--- src/hdl/mi_pkg.sv ---
// Package with shared constants and types for the modular inverse block.
package mi_pkg;

    localparam int unsigned MI_WORD_BITS     = 32;
    localparam logic [63:0] MI_MODULUS_RESET = 64'd1000000007;
    localparam int unsigned MI_REG_MODULUS   = 0;

    typedef enum logic [2:0] {
        ST_IDLE,
        ST_CHECK,
        ST_ALIGN,
        ST_SUB,
        ST_FINAL,
        ST_DONE
    } t_state;

endpackage

--- src/hdl/mi_if.sv ---
// Valid/ready stream interfaces for the input value and the resulting inverse.
interface mi_value_if #(
    parameter int unsigned W = 32
);
    logic         valid;
    logic         ready;
    logic [W-1:0] value;

    modport source (output valid, output value, input ready);
    modport sink   (input valid, input value, output ready);
endinterface

interface mi_inverse_if #(
    parameter int unsigned W = 32
);
    logic         valid;
    logic         ready;
    logic [W-1:0] inverse;

    modport source (output valid, output inverse, input ready);
    modport sink   (input valid, input inverse, output ready);
endinterface

--- src/hdl/mi_apb_regs.sv ---
// APB register file holding the modulus.
module mi_apb_regs
    import mi_pkg::*;
#(
    parameter int unsigned WORD_BITS = MI_WORD_BITS,
    parameter int unsigned DATA_W    = (WORD_BITS > 32) ? 64 : 32,
    parameter int unsigned ADDR_W    = $clog2(DATA_W / 8) + 1
) (
    input  logic                 i_clk,
    input  logic                 i_rst_n,
    input  logic                 psel,
    input  logic                 penable,
    input  logic                 pwrite,
    input  logic [ADDR_W-1:0]    paddr,
    input  logic [DATA_W-1:0]    pwdata,
    output logic [DATA_W-1:0]    prdata,
    output logic                 pready,
    output logic [WORD_BITS-1:0] o_modulus
);

    localparam logic IDX_MODULUS = 1'(MI_REG_MODULUS);

    logic [WORD_BITS-1:0] r_modulus;
    logic                 sel_modulus;

    assign sel_modulus = (paddr[ADDR_W-1] == IDX_MODULUS);
    assign pready      = 1'b1;

    always_ff @(posedge i_clk) begin
        if (!i_rst_n) begin
            r_modulus <= MI_MODULUS_RESET[WORD_BITS-1:0];
        end else if (psel && penable && pwrite && sel_modulus) begin
            r_modulus <= pwdata[WORD_BITS-1:0];
        end
    end

    always_comb begin
        prdata = '0;
        if (sel_modulus) begin
            prdata[WORD_BITS-1:0] = r_modulus;
        end
    end

    assign o_modulus = r_modulus;

endmodule

--- src/hdl/mi_euclid_seq.sv ---
// Sequencer and shared compare/subtract datapath for extended Euclid.
module mi_euclid_seq
    import mi_pkg::*;
#(
    parameter int unsigned WORD_BITS = MI_WORD_BITS
) (
    input  logic                 i_clk,
    input  logic                 i_rst_n,
    input  logic [WORD_BITS-1:0] i_modulus,
    mi_value_if.sink             i_value,
    output logic                 o_res_valid,
    output logic [WORD_BITS-1:0] o_res_data,
    input  logic                 i_res_ready
);

    localparam int unsigned W     = WORD_BITS;
    localparam int unsigned CW    = W + 2;
    localparam int unsigned CNT_W = $clog2(W);

    t_state r_state, n_state;

    logic [W-1:0]     r_r0, n_r0, r_r1, n_r1;
    logic [CW-1:0]    r_c0, n_c0, r_c1, n_c1;
    logic [W-1:0]     r_rem, n_rem, r_dr, n_dr;
    logic [CW-1:0]    r_cc, n_cc, r_dc, n_dc;
    logic [CNT_W-1:0] r_cnt, n_cnt;
    logic [W-1:0]     r_res, n_res;

    // Shared compare/subtract unit: remainder against the (possibly doubled) divisor.
    logic [W+1:0]  alu_b;
    logic [W+1:0]  alu_diff;
    logic          alu_ge;
    logic [CW-1:0] cc_sub;

    // Final reduction into the range of the modulus.
    logic          c0_neg;
    logic [CW-1:0] c0_mag;
    logic [CW-1:0] mod_ext;
    logic [CW-1:0] red;

    assign alu_b    = (r_state == ST_ALIGN) ? {1'b0, r_dr, 1'b0} : {2'b00, r_dr};
    assign alu_diff = {2'b00, r_rem} - alu_b;
    assign alu_ge   = !alu_diff[W+1];
    assign cc_sub   = r_cc - r_dc;

    assign c0_neg  = r_c0[CW-1];
    assign c0_mag  = c0_neg ? (CW'(0) - r_c0) : r_c0;
    assign mod_ext = {2'b00, i_modulus};
    assign red     = (c0_mag >= mod_ext) ? (c0_mag - mod_ext) : c0_mag;

    always_ff @(posedge i_clk) begin
        if (!i_rst_n) begin
            r_state <= ST_IDLE;
        end else begin
            r_state <= n_state;
        end
    end

    always_ff @(posedge i_clk) begin
        r_r0  <= n_r0;
        r_r1  <= n_r1;
        r_c0  <= n_c0;
        r_c1  <= n_c1;
        r_rem <= n_rem;
        r_cc  <= n_cc;
        r_dr  <= n_dr;
        r_dc  <= n_dc;
        r_cnt <= n_cnt;
        r_res <= n_res;
    end

    always_comb begin
        n_state       = r_state;
        n_r0          = r_r0;
        n_r1          = r_r1;
        n_c0          = r_c0;
        n_c1          = r_c1;
        n_rem         = r_rem;
        n_cc          = r_cc;
        n_dr          = r_dr;
        n_dc          = r_dc;
        n_cnt         = r_cnt;
        n_res         = r_res;
        i_value.ready = 1'b0;
        o_res_valid   = 1'b0;

        unique case (r_state)
            ST_IDLE: begin
                i_value.ready = 1'b1;
                if (i_value.valid) begin
                    n_r0    = i_value.value;
                    n_r1    = i_modulus;
                    n_c0    = CW'(1);
                    n_c1    = '0;
                    n_state = ST_CHECK;
                end
            end
            ST_CHECK: begin
                if (r_r1 == '0) begin
                    n_state = ST_FINAL;
                end else begin
                    n_rem   = r_r0;
                    n_cc    = r_c0;
                    n_dr    = r_r1;
                    n_dc    = r_c1;
                    n_cnt   = '0;
                    n_state = ST_ALIGN;
                end
            end
            ST_ALIGN: begin
                if (alu_ge) begin
                    n_dr  = {r_dr[W-2:0], 1'b0};
                    n_dc  = {r_dc[CW-2:0], 1'b0};
                    n_cnt = r_cnt + 1'b1;
                end else begin
                    n_state = ST_SUB;
                end
            end
            ST_SUB: begin
                if (alu_ge) begin
                    n_rem = alu_diff[W-1:0];
                    n_cc  = cc_sub;
                end
                if (r_cnt == '0) begin
                    n_r0    = r_r1;
                    n_r1    = n_rem;
                    n_c0    = r_c1;
                    n_c1    = n_cc;
                    n_state = ST_CHECK;
                end else begin
                    n_dr  = {1'b0, r_dr[W-1:1]};
                    n_dc  = {r_dc[CW-1], r_dc[CW-1:1]};
                    n_cnt = r_cnt - 1'b1;
                end
            end
            ST_FINAL: begin
                if (i_modulus == '0) begin
                    n_res = '0;
                end else if (c0_neg && (red != '0)) begin
                    n_res = i_modulus - red[W-1:0];
                end else if (c0_neg) begin
                    n_res = '0;
                end else begin
                    n_res = red[W-1:0];
                end
                n_state = ST_DONE;
            end
            ST_DONE: begin
                o_res_valid = 1'b1;
                if (i_res_ready) begin
                    n_state = ST_IDLE;
                end
            end
            default: begin
                n_state = ST_IDLE;
            end
        endcase
    end

    assign o_res_data = r_res;

endmodule

--- src/hdl/mi_out_reg.sv ---
// Output register that holds one finished inverse until it is taken.
module mi_out_reg
    import mi_pkg::*;
#(
    parameter int unsigned WORD_BITS = MI_WORD_BITS
) (
    input  logic                 i_clk,
    input  logic                 i_rst_n,
    input  logic                 i_res_valid,
    input  logic [WORD_BITS-1:0] i_res_data,
    output logic                 o_res_ready,
    mi_inverse_if.source         o_inverse
);

    logic                 r_valid;
    logic [WORD_BITS-1:0] r_data;

    assign o_res_ready = !r_valid || o_inverse.ready;

    always_ff @(posedge i_clk) begin
        if (!i_rst_n) begin
            r_valid <= 1'b0;
        end else if (o_res_ready) begin
            r_valid <= i_res_valid;
        end
    end

    always_ff @(posedge i_clk) begin
        if (o_res_ready && i_res_valid) begin
            r_data <= i_res_data;
        end
    end

    assign o_inverse.valid   = r_valid;
    assign o_inverse.inverse = r_data;

endmodule

--- src/hdl/modular_inverse_top.sv ---
// Steps from the input transfer to the result in a free output register: a check, then per
// Euclid round the divisor alignment and the quotient-bit subtraction, then the final reduction.
// The shared remainder compare/subtract unit does one alignment or one quotient bit a cycle.
// One value is worked on at a time; a new value is taken in the cycle after the previous
// result has moved into the output register, which may still wait.
// Reset (synchronous, active low) returns the sequencer to idle and sets modulus 1000000007.
module modular_inverse_top
    import mi_pkg::*;
#(
    parameter int unsigned WORD_BITS = MI_WORD_BITS,
    parameter int unsigned DATA_W    = (WORD_BITS > 32) ? 64 : 32,
    parameter int unsigned ADDR_W    = $clog2(DATA_W / 8) + 1
) (
    input  logic              i_clk,
    input  logic              i_rst_n,
    input  logic              psel,
    input  logic              penable,
    input  logic              pwrite,
    input  logic [ADDR_W-1:0] paddr,
    input  logic [DATA_W-1:0] pwdata,
    output logic [DATA_W-1:0] prdata,
    output logic              pready,
    mi_value_if.sink          i_value,
    mi_inverse_if.source      o_inverse
);

    logic [WORD_BITS-1:0] modulus;
    logic                 res_valid;
    logic                 res_ready;
    logic [WORD_BITS-1:0] res_data;

    mi_apb_regs #(
        .WORD_BITS (WORD_BITS),
        .DATA_W    (DATA_W),
        .ADDR_W    (ADDR_W)
    ) u_regs (
        .i_clk     (i_clk),
        .i_rst_n   (i_rst_n),
        .psel      (psel),
        .penable   (penable),
        .pwrite    (pwrite),
        .paddr     (paddr),
        .pwdata    (pwdata),
        .prdata    (prdata),
        .pready    (pready),
        .o_modulus (modulus)
    );

    mi_euclid_seq #(
        .WORD_BITS (WORD_BITS)
    ) u_seq (
        .i_clk       (i_clk),
        .i_rst_n     (i_rst_n),
        .i_modulus   (modulus),
        .i_value     (i_value),
        .o_res_valid (res_valid),
        .o_res_data  (res_data),
        .i_res_ready (res_ready)
    );

    mi_out_reg #(
        .WORD_BITS (WORD_BITS)
    ) u_out (
        .i_clk       (i_clk),
        .i_rst_n     (i_rst_n),
        .i_res_valid (res_valid),
        .i_res_data  (res_data),
        .o_res_ready (res_ready),
        .o_inverse   (o_inverse)
    );

endmodule

--- src/flat_wrapper.sv ---
// flat-port wrapper written by rule: the top's interface ports become plain ports
module modular_inverse_top_flat import mi_pkg::*;
#(
    parameter int unsigned WORD_BITS = MI_WORD_BITS,
    parameter int unsigned DATA_W    = (WORD_BITS > 32) ? 64 : 32,
    parameter int unsigned ADDR_W    = $clog2(DATA_W / 8) + 1
)
  (i_clk, i_rst_n, psel, penable, pwrite, paddr, pwdata, prdata, pready, i_value_valid, i_value_value, i_value_ready, o_inverse_valid, o_inverse_inverse, o_inverse_ready);
  mi_value_if i_value_i ();
  mi_inverse_if o_inverse_i ();
  input  logic i_clk;
  input  logic i_rst_n;
  input  logic psel;
  input  logic penable;
  input  logic pwrite;
  input  logic [ADDR_W-1:0] paddr;
  input  logic [DATA_W-1:0] pwdata;
  output logic [DATA_W-1:0] prdata;
  output logic pready;
  input wire logic [$bits(i_value_i.valid)-1:0] i_value_valid;
  input wire logic [$bits(i_value_i.value)-1:0] i_value_value;
  output wire logic [$bits(i_value_i.ready)-1:0] i_value_ready;
  output wire logic [$bits(o_inverse_i.valid)-1:0] o_inverse_valid;
  output wire logic [$bits(o_inverse_i.inverse)-1:0] o_inverse_inverse;
  input wire logic [$bits(o_inverse_i.ready)-1:0] o_inverse_ready;
  assign i_value_i.valid = i_value_valid;
  assign i_value_i.value = i_value_value;
  assign i_value_ready = i_value_i.ready;
  assign o_inverse_valid = o_inverse_i.valid;
  assign o_inverse_inverse = o_inverse_i.inverse;
  assign o_inverse_i.ready = o_inverse_ready;
  modular_inverse_top #(.WORD_BITS(WORD_BITS), .DATA_W(DATA_W), .ADDR_W(ADDR_W)) u_core (.i_clk(i_clk), .i_rst_n(i_rst_n), .psel(psel), .penable(penable), .pwrite(pwrite), .paddr(paddr), .pwdata(pwdata), .prdata(prdata), .pready(pready), .i_value(i_value_i), .o_inverse(o_inverse_i));
endmodule
--- config.mk ---
export PLATFORM = sky130hd
export DESIGN_NAME = modular_inverse_top_flat
export DESIGN_NICKNAME = d
export VERILOG_FILES = /design/src/hdl/mi_pkg.sv /design/src/hdl/mi_if.sv /design/src/hdl/mi_apb_regs.sv /design/src/hdl/mi_euclid_seq.sv /design/src/hdl/mi_out_reg.sv /design/src/hdl/modular_inverse_top.sv /design/src/flat_wrapper.sv
export SDC_FILE = /design/constraint.sdc
export NUM_CORES = 1
export LEC_CHECK = 0
export CAP_MARGIN = 20
export CORE_ASPECT_RATIO = 1.25
export CORE_MARGIN = 10
export CORE_UTILIZATION = 30
export CTS_CLUSTER_SIZE = 10
export DETAILED_ROUTE_END_ITERATION = 6
export DONT_BUFFER_PORTS = 1
export GPL_TIMING_DRIVEN = 0
export PLACE_DENSITY = 0.55
export SYNTH_ARGS = -nofsm -noshare
export SYNTH_HDL_FRONTEND = slang
export SYNTH_HIERARCHICAL = 1
export SYNTH_SLANG_ARGS = --single-unit
export TNS_END_PERCENT = 5
--- constraint.sdc ---
create_clock -name i_clk -period 20.6 [get_ports i_clk]
set_input_delay 4.12 -clock i_clk [delete_from_list [all_inputs] [get_ports i_clk]]
set_output_delay 4.12 -clock i_clk [all_outputs]
set_load 0.01 [all_outputs]
==> metrics.yaml, run 1 <==
rows: 117
synth_seq_cells: 369
via_per_inst: 5.43
fillerInstances: 8379
fin_cells: 3799
yosysSeqAreaShare_pct: 43.4
wl_per_cell_um: 23.8
clkSinkCount: 369
seq_area_um2: 10700
grtUsageTotal_pct: 18.3
swShare_pct: 40.5
crit_type: "in -> out"
clockRootBuffer: "clkbuf_16"
period_minus_slack_ns: 8.99
cts_made_buffers: 44
maxCapViolCount: 0
dieArea_um2: 94300
finClkSkew_ns: 0.0360
end_kind: "output pin"
worst_path_max_delay_cell: "clkbuf_1"
worst_slew_pin_slew_ns: 1.19
route.detailed.drc: 0
switchingPower_mw: 1.30
grt_pass1_vias: 20100
p_int_mw: 1.91
syn-instance-count: 2630
chipWidth_um: 277
path_clk_slew_ns: 0.05
pwr-share-seq_pct: 32.2
start_util_pct: 30.3
syn_nets: 2818
drt-initial-drc-count: 1767
io_pins: 141
hold_viol: 0
grt_remaining_overflow: 0
max-slew-margin-rel_pct: 20.8
ant_nets: 0
synth_warnings: 6
grt_pass1_wl_um: 133000
synth_cell_types: 94
grt_max_degree: 39
synth_edf_count: 333
p_leak_nw: 10.5
setup_violations: 0
p_comb_share_pct: 44.9
final-max-slew-violation-count: 0
core_area_um2: 81500
syn_avg_cell_area_um2: 9.39
vdd_drop_max_mv: 0.0532
worstSkewPairLatency_ns: 0.60
cts_resized: 0
tns_ns: 0
cts_max_path_buffers: 3
hold_class: "reg -> reg"
dp_hpwl_um: 70100
cp_data_arrival_time_ns: 4.87
syn_to_final_growth_pct: 12.0
critPathMaxFanout: 10
numPortBuffers: 0
cp_top_family: "buffers and inverters"
drive_gt1_share_pct: 4.45
netlist_area_um2: 24700
cp_num_buf_inv: 1
antenna_found_initial: 9
async_flop_share_pct: 0
first_pass_iters: 5
status: "completed"
cts_tree: "built"
p_clk_share_pct: 22.9
start_kind: "input port"
gp_congestion: 0.950
multiInputGateArea_um2: 13000
cp.required_ns: 16.48
vias: 20600
die_height_um: 341
cts_setup_buffers: 0
holdBufCountCts: 0
wirelength_um: 90600
fin_nets: 2880
placed_cells: 3716
period_share_pct: 43.6
power_density_nw_per_um2: 116
worstPathCellList: "clkbuf_1 -> nor2b_1"
rsz0062_at_grt: "no"
ys.flop_type: "edfxtp_1"
cts_max_level: 2
slowest_delay_ns: 0.51
max_freq_mhz: 111
==> sequential cells by signal (all words and copies together), names as in the netlist <==
| signal | count |
|---|---|
| u_core/u_seq/o_res_data | 32 |
| u_core/u_regs/o_modulus | 32 |
| u_core/u_seq/r_r1 | 32 |
| u_core/u_seq/r_dc | 34 |
| u_core/u_seq/r_dr | 32 |
| u_core/u_seq/r_state | 3 |
| u_core/u_out/o_inverse.valid | 1 |
| u_core/u_seq/r_r0 | 32 |
| u_core/u_seq/r_rem | 32 |
| u_core/u_seq/r_c1 | 34 |
| u_core/u_out/o_inverse.inverse | 32 |
| u_core/u_seq/r_cc | 34 |
| u_core/u_seq/r_cnt | 5 |
| u_core/u_seq/r_c0 | 34 |
==> layout make-up <==
cell class	instances	share of cell area (%)
sequential	369	38.8
tap	1071	4.84
buffer	128	2.02
inverter	127	1.72
timing repair buffer	16	0.959
clock inverter	7	0.335
clock buffer	69	4.39
multi-input combinational	2006	46.9
antenna	6	0.0543
==> synth_stat cells, types with 8 or more instances <==
| cell | number | area, um^2 |
|---|---|---|
| buf_2 | 9 | 45.0 |
| buf_1 | 11 | 41.3 |
| a21oi_1 | 186 | 931 |
| o21ai_0 | 171 | 856 |
| nor2_1 | 169 | 634 |
| o21a_1 | 15 | 113 |
| inv_1 | 125 | 469 |
| nand2b_1 | 30 | 188 |
| mux2i_1 | 144 | 1440 |
| nand3_1 | 56 | 280 |
| o211ai_1 | 14 | 105 |
| o21ai_1 | 8 | 40.0 |
| edfxtp_1 | 333 | 10000 |
| o31ai_1 | 22 | 165 |
| nor2b_1 | 79 | 494 |
| maj3_1 | 20 | 200 |
| and2_1 | 20 | 125 |
| o21bai_1 | 10 | 75.1 |
| nor3_1 | 29 | 145 |
| a21boi_0 | 18 | 135 |
| o22ai_1 | 17 | 106 |
| or3_1 | 20 | 125 |
| clkbuf_1 | 102 | 383 |
| a31oi_1 | 17 | 106 |
| xor2_1 | 28 | 245 |
| and3_1 | 53 | 332 |
| nand4_1 | 18 | 113 |
| or4_1 | 11 | 82.6 |
| a211oi_1 | 27 | 203 |
| xnor2_1 | 114 | 998 |
| ha_1 | 110 | 1380 |
| nand2_1 | 370 | 1390 |
| nor4_1 | 31 | 194 |
| dfxtp_1 | 36 | 721 |
| a21o_1 | 75 | 563 |
==> stage by stage <==
stage | util (%) | instance area [um^2] | total power [mW] | setup slack, ns | hold slack (ns)
after detailed placement | 32.3 | 26300 | 2.46 | 11.50 | 0.405
after floorplan | - | 24700 | 2.07 | 10.31 | 0.400
final | 33.9 | 27700 | 3.21 | 11.61 | 0.397
after global routing | 33.9 | 27700 | 3.41 | 11.37 | 0.411
after CTS | 33.9 | 27600 | 3.22 | 11.49 | 0.393
after global placement | 31.9 | 26000 | 2.47 | 7.06 | 0.403
==> path summary, 6_finish.rpt <==
check / end / slack [ns] / start / cells past startpoint
worst min register to register: u_core/u_out/o_inverse.inverse[31] / 0.40 / u_core/u_seq/o_res_data[31] / 0
worst max register to register: u_core/u_seq/o_res_data[29] / 11.79 / u_core/u_seq/r_c0[0] / 28
worst max-delay path: prdata[17] / 11.61 / paddr[2] / 2
worst min-delay path: u_core/u_out/o_inverse.inverse[31] / 0.40 / u_core/u_seq/o_res_data[31] / 0
==> cell usage in the layout (no fill, tap or decap), types with 53 or more instances in the layout <==
cell type    n
inv_1      125
xnor2_1    114
clkbuf_1   125
nand2_1    370
and3_1      53
nor2_1     168
a21oi_1    186
nor2b_1     79
nand3_1     56
o21ai_0    170
edfxtp_1   333
ha_1       110
mux2i_1    144
a21o_1      75
==> power groups by stage <==
stage          logic (mW)  registers [mW]  clock network (mW)
6_report             1.44            1.03               0.737
5_1_grt              1.58            1.04               0.783
4_1_cts              1.43            1.03               0.759
3_5_place_dp         1.42            1.05                   0
3_3_place_gp         1.40            1.07                   0
2_1_floorplan        1.05            1.02                   0
==> cells by family (layout without fill, tap and decap cells) <==
logic type               after synthesis  count (layout)  share of synthesized area [%]
multiplexers                         145             145                           5.89
flip-flops                           369             369                           43.4
AND/OR/NAND/NOR                      926             926                           18.0
buffers and inverters                255             347                           4.19
other                                  1               7                         0.0152
AO/OA/AOI/OAI                        655             655                           16.6
adder cells (fa/ha/maj)              137             137                           6.84
XOR/XNOR                             142             142                           5.03
==> layer usage <==
layer | vias up | global-route usage, % | part of all wire (%)
met2 | 704 | 32.6 | 50
met1 | 10100 | 20.9 | 39
met5 | - | 0 | 0.076
met3 | 183 | 2.89 | 5.7
met4 | 10 | 9.49 | 5.2
li1 | 9688 | - | -
Power figures use the tool's default switching activity.
==> run 2: changes to the inputs <==
- PLACE_DENSITY: 0.55 -> 0.56
- clock period: 20.6 -> 7.35 ns (I/O delays scaled with it)
==> run 2 against run 1 <==
  * The run now ends with setup timing left
  * Cell count increased by 1.6%
  * Power increased to 3.0 times the previous value
  * Clock power grew to 2.9 times the previous value
  * Largest cell class unchanged
  * Utilization increased by 1.6 points
  * Die area unchanged
  * Clock skew increased by 0.0098 ns
  * Count of clock-buffer cells in the layout grew 2
  * First-iteration DRC count fell by 4.0%
  * Critical path depth grew 26
  * Global-route usage grew 0.16 points
  * Non-clock buffer count is 60 higher
  * Critical path type is now reg -> reg
==> metrics.yaml, run 2 (synthesis results as in run 1) <==
critPathMaxFanout: 5
wirelength_um: 92100
grt_pass1_wl_um: 134000
worstSkewPairLatency_ns: 0.61
r2r-start: "u_core/u_seq/r_c0[0]"
gp_congestion: 0.924
worst_slew_pin_slew_ns: 1.24
p_leak_nw: 11.1
placed_cell_area_um2: 26400
fin_ws_ns: -0.0340
power.total_mw: 9.48
maxCapViolCount: 0
fin_nets: 2942
clkSinkCount: 369
period_share_pct: 100
first_pass_iters: 5
grt_remaining_overflow: 0
r2r-end: "u_core/u_seq/o_res_data[22]"
wl_per_cell_um: 23.9
reg2reg_depth: 28
status: "finished, violations left"
power_density_nw_per_um2: 327
cts_max_level: 2
hp-start: "u_core/u_seq/o_res_data[22]"
cts_made_buffers: 45
r2r_setup_slack_ns: -0.03
syn_to_final_growth_pct: 17.3
via_per_inst: 5.48
period_minus_slack_ns: 7.38
holdBufCountCts: 0
cts_max_path_buffers: 3
io_pins: 141
drive_gt1_share_pct: 10.8
cts_tree: "built"
start_kind: "flop"
start_util_pct: 30.3
rows: 117
grt_pass1_vias: 20500
mostFrequentLayoutCells: "nand2_1 (364), edfxtp_1 (333), a21oi_1 (176)"
min_path_cells: 0
die_height_um: 341
hold_class: "reg -> reg"
max-slew-margin-rel_pct: 17.4
end_kind: "flop"
crit_type: "reg -> reg"
drt-initial-drc-count: 1696
grt_max_degree: 36
violations: "setup timing"
dieArea_um2: 94300
chipWidth_um: 277
hold_viol: 0
route.detailed.drc: 0
cp_data_arrival_time_ns: 7.70
hold_end: "u_core/u_out/o_inverse.inverse[22]"
layout.cells.most_common: "nand2_1"
antenna_found_initial: 10
cp.required_ns: 7.67
final-max-slew-violation-count: 0
setup_violations: 2
rsz0062_at_grt: "yes"
dp_hpwl_um: 70200
grtUsageTotal_pct: 18.5
whs_ns: 0.400
final_area_um2: 29000
vdd_drop_max_mv: 0.177
vias: 21200
worst_path_max_delay_cell: "or4_4"
ant_nets: 0
max_freq_mhz: 135
finClkSkew_ns: 0.0458
slowest_delay_ns: 0.53
fillerInstances: 8288
path_clk_slew_ns: 0.06
numPortBuffers: 0
clockRootBuffer: "clkbuf_16"
core_area_um2: 81500
run 2: repair_timing:
item / 4_1_cts / 5_1_grt
gates resized for setup: 103 / 69
endpoints found under the hold margin: 0 / 0
cloned: 1 / 0
endpoints found under the setup margin: 234 / 228
buffers inserted: 26 / 35
pin swaps: 26 / 46
run 2: where the power goes:
part	internal [mW]	switching [mW]
clock network	1.19	0.920
logic	1.77	2.71
registers	2.67	0.223
run 2: layout make-up:
type | instances | area [um^2] | area share (%)
clock inverter | 8 | 95.1 | 0.328
buffer | 126 | 632 | 2.18
sequential | 369 | 10700 | 37.0
timing repair buffer | 78 | 766 | 2.64
tap | 1071 | 1340 | 4.62
clock buffer | 71 | 1260 | 4.37
inverter | 127 | 477 | 1.65
antenna | 4 | 10.0 | 0.0345
multi-input combinational | 2007 | 13700 | 47.2
run 2: how the worst max path moves through the flow:
stage / end / slack (ns) / start / cells after the start
after floorplan: u_core/u_seq/o_res_data[28] / 0.44 / u_core/u_seq/r_c0[10] / 29
after global placement: u_core/u_seq/r_cc[14] / -3.50 / u_core/u_seq/r_r1[19] / 5
after detailed placement: u_core/u_seq/o_res_data[31] / -1.41 / u_core/u_seq/r_c0[0] / 27
after CTS: u_core/u_seq/o_res_data[31] / -0.08 / u_core/u_seq/r_c0[11] / 28
after global routing: u_core/u_seq/o_res_data[31] / -0.27 / u_core/u_seq/r_c0[0] / 27
final: u_core/u_seq/o_res_data[22] / -0.03 / u_core/u_seq/r_c0[0] / 28
run 2: critical path, delay by kind of cell, from the launching register on:
family | cells | cell delay, ns
AOI/OAI and AO/OA | 12 | 2.70
adders and majority gates | 3 | 0.83
xor gates and xnor gates | 2 | 0.32
and+or+nand+nor | 8 | 2.23
DFF | 1 | 0.52
buffers and inverters | 3 | 0.49
run 2: metal layers:
metal | GRT usage, % | vias up | wire [um]
met3 | 3.19 | 217 | 6090
met4 | 9.66 | 12 | 5120
met1 | 21.0 | 10300 | 35100
li1 | - | 9817 | -
met5 | 0 | - | 83
met2 | 32.9 | 835 | 45700
run 2: stage by stage:
stage                     instances  TNS (ns)  utilization, %  setup WS (ns)
after floorplan                2630         0               -          0.439
after global placement         3701   -684.32            31.9          -3.50
after detailed placement       3718   -193.94            32.3          -1.41
after CTS                      3823   -0.0787            34.8        -0.0787
after global routing           3860     -2.38            35.5         -0.270
final                          3861   -0.0418            35.5        -0.0340
==> run 3: changes to the inputs <==
- SKIP_LAST_GASP: unset -> 1
==> run 3 against run 2 <==
  * The flow now finishes without violations
  * Fmax increased by 0.74%
  * Sequential share of layout area increased by 0.054 points
  * Wire length about the same
  * Power about the same
  * Combinational power about the same
  * Die area unchanged
  * Register-to-register slack improved by 0.05 ns
  * Highest routed layer unchanged
  * Critical path type unchanged
  * Count of clock-buffer cells in the layout unchanged
  * Hold slack improved by 0.0030 ns
  * Clock power about the same
==> metrics.yaml, run 3 (synthesis results as in run 1) <==
critPathMaxFanout: 6
grt_pass1_wl_um: 134000
max_freq_mhz: 136
numPortBuffers: 0
rsz0062_at_grt: "yes"
tns_ns: 0
core_area_um2: 81500
start_kind: "flop"
gp_congestion: 0.924
hold_class: "reg -> reg"
maxCapViolCount: 0
hp-start: "u_core/u_seq/o_res_data[22]"
drive_gt1_share_pct: 10.5
mostFrequentLayoutCells: "nand2_1 (364), edfxtp_1 (333), a21oi_1 (177)"
hold_end: "u_core/u_out/o_inverse.inverse[22]"
cp_data_arrival_time_ns: 7.65
path_clk_slew_ns: 0.06
cp_num_buf_inv: 2
grt_pass1_vias: 20500
vdd_drop_max_mv: 0.177
worst_slew_pin_slew_ns: 1.26
power.total_mw: 9.48
cts_tree: "built"
r2r-end: "u_core/u_seq/o_res_data[22]"
reg2reg_depth: 30
layout.cells.most_common: "nand2_1"
grtUsageTotal_pct: 18.5
vias: 21200
worst_path_max_delay_cell: "or4_4"
rows: 117
cts_max_level: 2
fin_ws_ns: 0.0202
syn_to_final_growth_pct: 17.1
via_per_inst: 5.49
end_kind: "flop"
period_share_pct: 99.7
worstSkewPairLatency_ns: 0.62
cp_top_family: "compound AO/OA/AOI/OAI gates"
wl_per_cell_um: 23.9
r2r_setup_slack_ns: 0.02
drt-initial-drc-count: 1682
cts_max_path_buffers: 3
placed_cells: 3718
status: "completed"
fin_nets: 2936
start_util_pct: 30.3
io_pins: 141
grt_remaining_overflow: 0
grt_max_degree: 36
dp_slack_ns: -1.41
crit_type: "reg -> reg"
r2r-start: "u_core/u_seq/r_c0[0]"
fin_util_pct: 35.5
max-slew-margin-rel_pct: 16.2
period_minus_slack_ns: 7.33
ant_nets: 0
dieArea_um2: 94300
min_path_cells: 0
chipWidth_um: 277
clockRootBuffer: "clkbuf_16"
slowest_delay_ns: 0.53
clkSinkCount: 369
cts_made_buffers: 45
wirelength_um: 92100
fillerInstances: 8296
cp.required_ns: 7.67
fin_cells: 3855
route.detailed.drc: 0
power_density_nw_per_um2: 328
first_pass_iters: 5
final-max-slew-violation-count: 0
setup_violations: 0
holdBufCountCts: 0
dp_hpwl_um: 70200
hold_viol: 0
finClkSkew_ns: 0.0440
antenna_found_initial: 11
p_leak_nw: 11.1
die_height_um: 341
[run 3: cell count changes in the layout (fill, tap and decap cells not counted), sizes merged]
cell / change
buf: -7
clkbuf: +1
[run 3: how the worst max path moves through the flow]
stage | slack, ns | start | end | cells past startpoint
floorplan | 0.44 | u_core/u_seq/r_c0[10] | u_core/u_seq/o_res_data[28] | 29
global placement | -3.50 | u_core/u_seq/r_r1[19] | u_core/u_seq/r_cc[14] | 5
detailed placement | -1.41 | u_core/u_seq/r_c0[0] | u_core/u_seq/o_res_data[31] | 27
CTS | -0.10 | u_core/u_seq/r_c0[5] | u_core/u_seq/o_res_data[31] | 26
global route | -0.26 | u_core/u_seq/r_c0[0] | u_core/u_seq/o_res_data[22] | 30
finish | 0.02 | u_core/u_seq/r_c0[0] | u_core/u_seq/o_res_data[22] | 30
[run 3: worst reg2reg max path: cells and delay by family (launching register included)]
| family | cells | cell delay, ns |
|---|---|---|
| compound gates | 13 | 2.96 |
| simple gates | 9 | 2.21 |
| fa+ha+maj | 3 | 0.60 |
| flops | 1 | 0.51 |
| xor+xnor | 3 | 0.47 |
| buf+inv | 2 | 0.31 |
[run 3: layout make-up]
class	count	area, um^2	area share (%)
Clock inverter	8	95.1	0.329
Tap cell	1071	1340	4.63
Antenna cell	4	10.0	0.0346
Timing Repair Buffer	73	728	2.52
Inverter	127	477	1.65
Clock buffer	71	1260	4.37
Multi-Input combinational cell	2007	13700	47.2
Buffer	125	632	2.18
Sequential cell	369	10700	37.1
[run 3: power by group]
group          internal, mW  switching (mW)  leakage, nW
combinational          1.76            2.71         7.00
clock                  1.19           0.922        0.651
sequential             2.67           0.222         3.40
[run 3: through the flow]
step	area (um^2)	hold slack [ns]
finish	28900	0.403
global route	28900	0.414
global placement	26000	0.403
detailed placement	26400	0.406
CTS	28400	0.396
floorplan	24700	0.400
[run 3: routing by layer]
metal,global-route usage [%],part of all wire [%]
met4,9.66,5.7
met2,32.9,50
met1,20.9,38
met5,0,0.11
met3,3.28,6.7
[run 3: what timing repair did]
| item | in CTS | in global routing |
|---|---|---|
| cloned | 1 | 0 |
| gates resized for setup | 99 | 73 |
| setup endpoints to repair | 234 | 230 |
| pin swaps | 25 | 42 |
| buffers inserted | 26 | 30 |
